File: src/design/bsp_ram.sv
// bsp_ram: generic single-port synchronous RAM, registered read data.
// No dependencies.
module bsp_ram #(
  parameter int WIDTH = 8,
  parameter int DEPTH = 16,
  localparam int AW = $clog2(DEPTH)
) (
  input  logic             clk,
  input  logic             we,
  input  logic             re,
  input  logic [AW-1:0]    addr,
  input  logic [WIDTH-1:0] wdata,
  output logic [WIDTH-1:0] rdata
);

  logic [WIDTH-1:0] mem_r [DEPTH];
  logic [WIDTH-1:0] rdata_r;

  always_ff @(posedge clk) begin
    if (we) begin
      mem_r[addr] <= wdata;
    end
    if (re) begin
      rdata_r <= mem_r[addr];
    end
  end

  assign rdata = rdata_r;

endmodule

File: config.mk
export PLATFORM = sky130hd
export DESIGN_NAME = bsp_ram
export DESIGN_NICKNAME = d
export VERILOG_FILES = /design/src/design/bsp_ram.sv
export SDC_FILE = /design/constraint.sdc
export NUM_CORES = 1
export LEC_CHECK = 0
export BUFFER_PORTS_ARGS = -buffer_cell sky130_fd_sc_hd__clkbuf_2
export CAP_MARGIN = 0
export CORE_MARGIN = 2
export CORE_UTILIZATION = 54
export CTS_CLUSTER_DIAMETER = 120
export DETAILED_ROUTE_END_ITERATION = 16
export PLACE_DENSITY_LB_ADDON = 0.12
export SLEW_MARGIN = 10
export SYNTH_ARGS = -nofsm -noshare
export SYNTH_HDL_FRONTEND = slang
export SYNTH_SLANG_ARGS = --single-unit
File: constraint.sdc
create_clock -name clk -period 2.3 [get_ports clk]
set_input_delay 0.46 -clock clk [delete_from_list [all_inputs] [get_ports clk]]
set_output_delay 0.46 -clock clk [all_outputs]
set_load 0.02 [all_outputs]
== Yosys cells after proc, flatten, opt, wreduce, memory -nomap -nowiden ==
Memories as Yosys holds them, arrays and structs flattened. A register that Yosys moved wholly into a read port is not among the register bits.
Cells that the tools add are included.

* Register bits after elaboration: 0
* RAM bits: 128
* Bits of input ports: 15
* Output and inout bits: 8
* Word-level logic and storage cells: 3
* Memories kept: 1

* Multiplexer cells: 2

{| class="wikitable"
|+ Memory list
! name !! depth !! width !! read ports !! clocked after Yosys merged registers in !! write ports !! RTL line !! source
|-
| mem_r || 16 || 8 || 1 || 1 || 1 || 16 || <nowiki>logic [WIDTH-1:0] mem_r [DEPTH];</nowiki>
|}

{| class="wikitable"
|+ Operators by type and width
! kind !! count
|-
| $mux W1 || 2
|}

== Longest topological paths before layout ==
* Depth after elaboration: 2
* Mapped depth: 5
* Depth with buffers taken out: 3

== Worst setup path after synthesis ==
OpenSTA, ideal clock, no wires.

* Kind: input to register
* Start point: input port addr[2]
* End point: memory mem_r[0][0] (enable)
* Arrival: 1.570 ns
* Data required time: 1.917 ns
* Path slack: 0.347 ns
* Stages: 2
* Cell sequence: or3b_2 -> nor3_1

{| class="wikitable"
|+ RTL lines
! what !! RTL line !! source
|-
| from (decl) || 11 || <nowiki>input logic [AW-1:0] addr,</nowiki>
|-
| to (decl) || 16 ||
|}

Straight into the memory's write port.

==> out/metrics.cfg <==
[finish]
syn_to_final_growth_pct = 20.7
antennaDiodeCount = 0
fillers = 582
multi_input_area_um2 = 1000
layout-drive-gt1-share_pct = 36.3
num-nets-final = 302
finalInstanceArea_um2 = 6210
seq_area_um2 = 4080

[sta]
relSlewSlack_pct = 75.2
setup_ws_ps = 747
fin_crit_sh_pct = 67.5
finalHoldViolCount = 0
worstMarginPinSlew_ps = 372
min_period_ps = 1550
slew_viol_final = 0
setup_tns_ps = 0
fmax_ghz = 0.644
rsz0062_at_grt = no
skew_ps = 6.95
setup_viol = 0

[logic_synthesis]
synth_xor_area_share_pct = 0
ys_ff_latch = 136
synthAdderAreaFrac_pct = 0
syn_area_per_cell_um2 = 22.4
ys_seq_area_share_pct = 79.3
synth_top_family_by_area = multiplexers
syn-cell-area_um2 = 5150
synth_fp_nets = 245
muxShareOfSynthArea_pct = 14.0
synth-compound-area-share_pct = 2.33
yosys.area_share.simple_pct = 3.16
syn_inst = 230
yosys_warnings = 0
synth.distinct_cells = 17

[clock_network]
clockBufferDepth = 2
clkTransAtPathRegs_ps = 60
cts_hold_buf = 0
cts_sinks = 136
post_cts_resized = 0
cts.htree.levels = 4
post-cts-setup-buffers = 0
cts_tree = yes
cts_buffers = 17
worst_skew_pair.late_latency_ps = 510
cts_root_buf = clkbuf_8

[setup_path]
cp_max_fo = 17
cp_data_arrival_time_ps = 1800
cp-start-kind = primary input
cp-end-kind = register
worstPathRequired_ps = 2540
crit_type = in -> reg

[floorplan]
rows = 35
io_pins = 23
die_w_um = 102
start_util_pct = 55.7
core_um2 = 9240
die_area_um2 = 10300
die_h_um = 102

[routing]
wirelength_um = 9870
drc = 0
viasPerCell = 5.75
firstDrtPassIters = 4
drtAntennaViolNets = 0
num_vias = 2467
wire_per_inst_um = 23.0
drt_iter0_markers = 197

[place]
placed_area_um2 = 5590
portBuffers = 22
dp_hpwl_um = 6380
place_congestion = 0.754
dpl_worst_slack_ps = 201

[global_route]
grt_pass1_vias = 2561
antenna_found_initial = 0
grt_pass1_wl_um = 15300
grt_max_degree = 25
grt_usage_pct = 21.9
overflow = 0

[pwr]
p_leak_nw = 2.08
ir_drop_mv = 0.486
powerDensity_nw_per_um2 = 951

[flow_run]
drv_cap = 0

[hold_path]
hold_class = in -> reg

[outcome]
run_status = finished clean

==> cells in the final DEF, fill, tap and decap left out <==
cell type   Yosys  routed
and2_1          1       1
clkbuf_8        0       1
nand2_1         9       9
mux4_2         32      32
clkbuf_1        2       2
clkinvlp_4      0       2
clkbuf_16       0      16
or3b_2          1       1
nand3b_1        2       2
nor2b_1         2       2
nand2b_1        2       2
clkbuf_2        1      22
clkinv_1        0       3
clkinv_4        0       3
edfxtp_1      136     136
buf_4           0      25
bufinv_16       0       5
nor2_1         13      13
nor3_1          4       4
buf_12          0       2
nand3_1         1       1
a22oi_1        16      16
==> routing by layer <==
metal  share of wire [%]  up-vias  global-route usage [%]
met4                 2.1        0                    9.25
met1                  43     1263                    31.2
li1                    -     1084                       -
met3                 7.5       17                    6.56
met2                  47      103                    31.9
met5                   0        -                       0
==> worst max-delay path: stages <==
cell	delay, ps
clkbuf_2	310
buf_4	330
mux4_2	340
a22oi_1	260
nand2_1	90
==> Yosys cell counts, drive strengths merged <==
cell | n | area share (%)
nand3 | 1 | 0.097
nand2b | 2 | 0.24
clkbuf | 3 | 0.24
nor2b | 2 | 0.24
edfxtp | 136 | 79
nand3b | 2 | 0.29
or3b | 1 | 0.17
buf | 8 | 0.92
nor2 | 13 | 0.95
nand2 | 9 | 0.66
nor3 | 4 | 0.39
and2 | 1 | 0.12
a22oi | 16 | 2.3
mux4 | 32 | 14
==> per-stage QoR <==
stage	hold slack, ps	utilization (%)	power, W	instances
final	338	67.2	0.00591	429
after CTS	335	67.2	0.00595	429
after detailed placement	768	60.5	0.00315	397
after global placement	748	60.5	0.00314	397
after global routing	348	67.2	0.00609	429
after floorplan	559	-	0.00301	230
==> final timing paths <==
check / start / endpoint / slack (ps) / depth (start not counted)
worst max register to register: mem_r[7][2] / rdata[2] / 820 / 3
worst min register to register: mem_r[3][5] / rdata[5] / 780 / 3
worst min-delay path: re / rdata[1] / 340 / 1
worst max-delay path: addr[1] / rdata[6] / 750 / 5
==> registers in the layout, summed over array words and instances, names as in the netlist <==
name   cells
mem_r    128
rdata      8
==> layout make-up <==
type / instances / area share, %
clock inverters: 13 / 3.26
flip-flops and latches: 136 / 65.8
repair buffers: 49 / 5.44
clock buffers: 19 / 6.79
multi-input cells: 83 / 16.2
well taps: 129 / 2.60
==> logic make-up after synthesis <==
| group | after synthesis |
|---|---|
| DFF | 136 |
| and+or+nand+nor | 35 |
| muxes | 32 |
| AOI/OAI and AO/OA | 16 |
| buffers and inverters | 11 |
==> where the power goes <==
part | internal (W) | leakage (nW) | switching, W
clock | 0.00186 | 0.295 | 0.000954
combinational | 0.000115 | 0.552 | 0.000167
sequential | 0.00279 | 1.24 | 0.0000140
(Power assumes the default switching activity.)
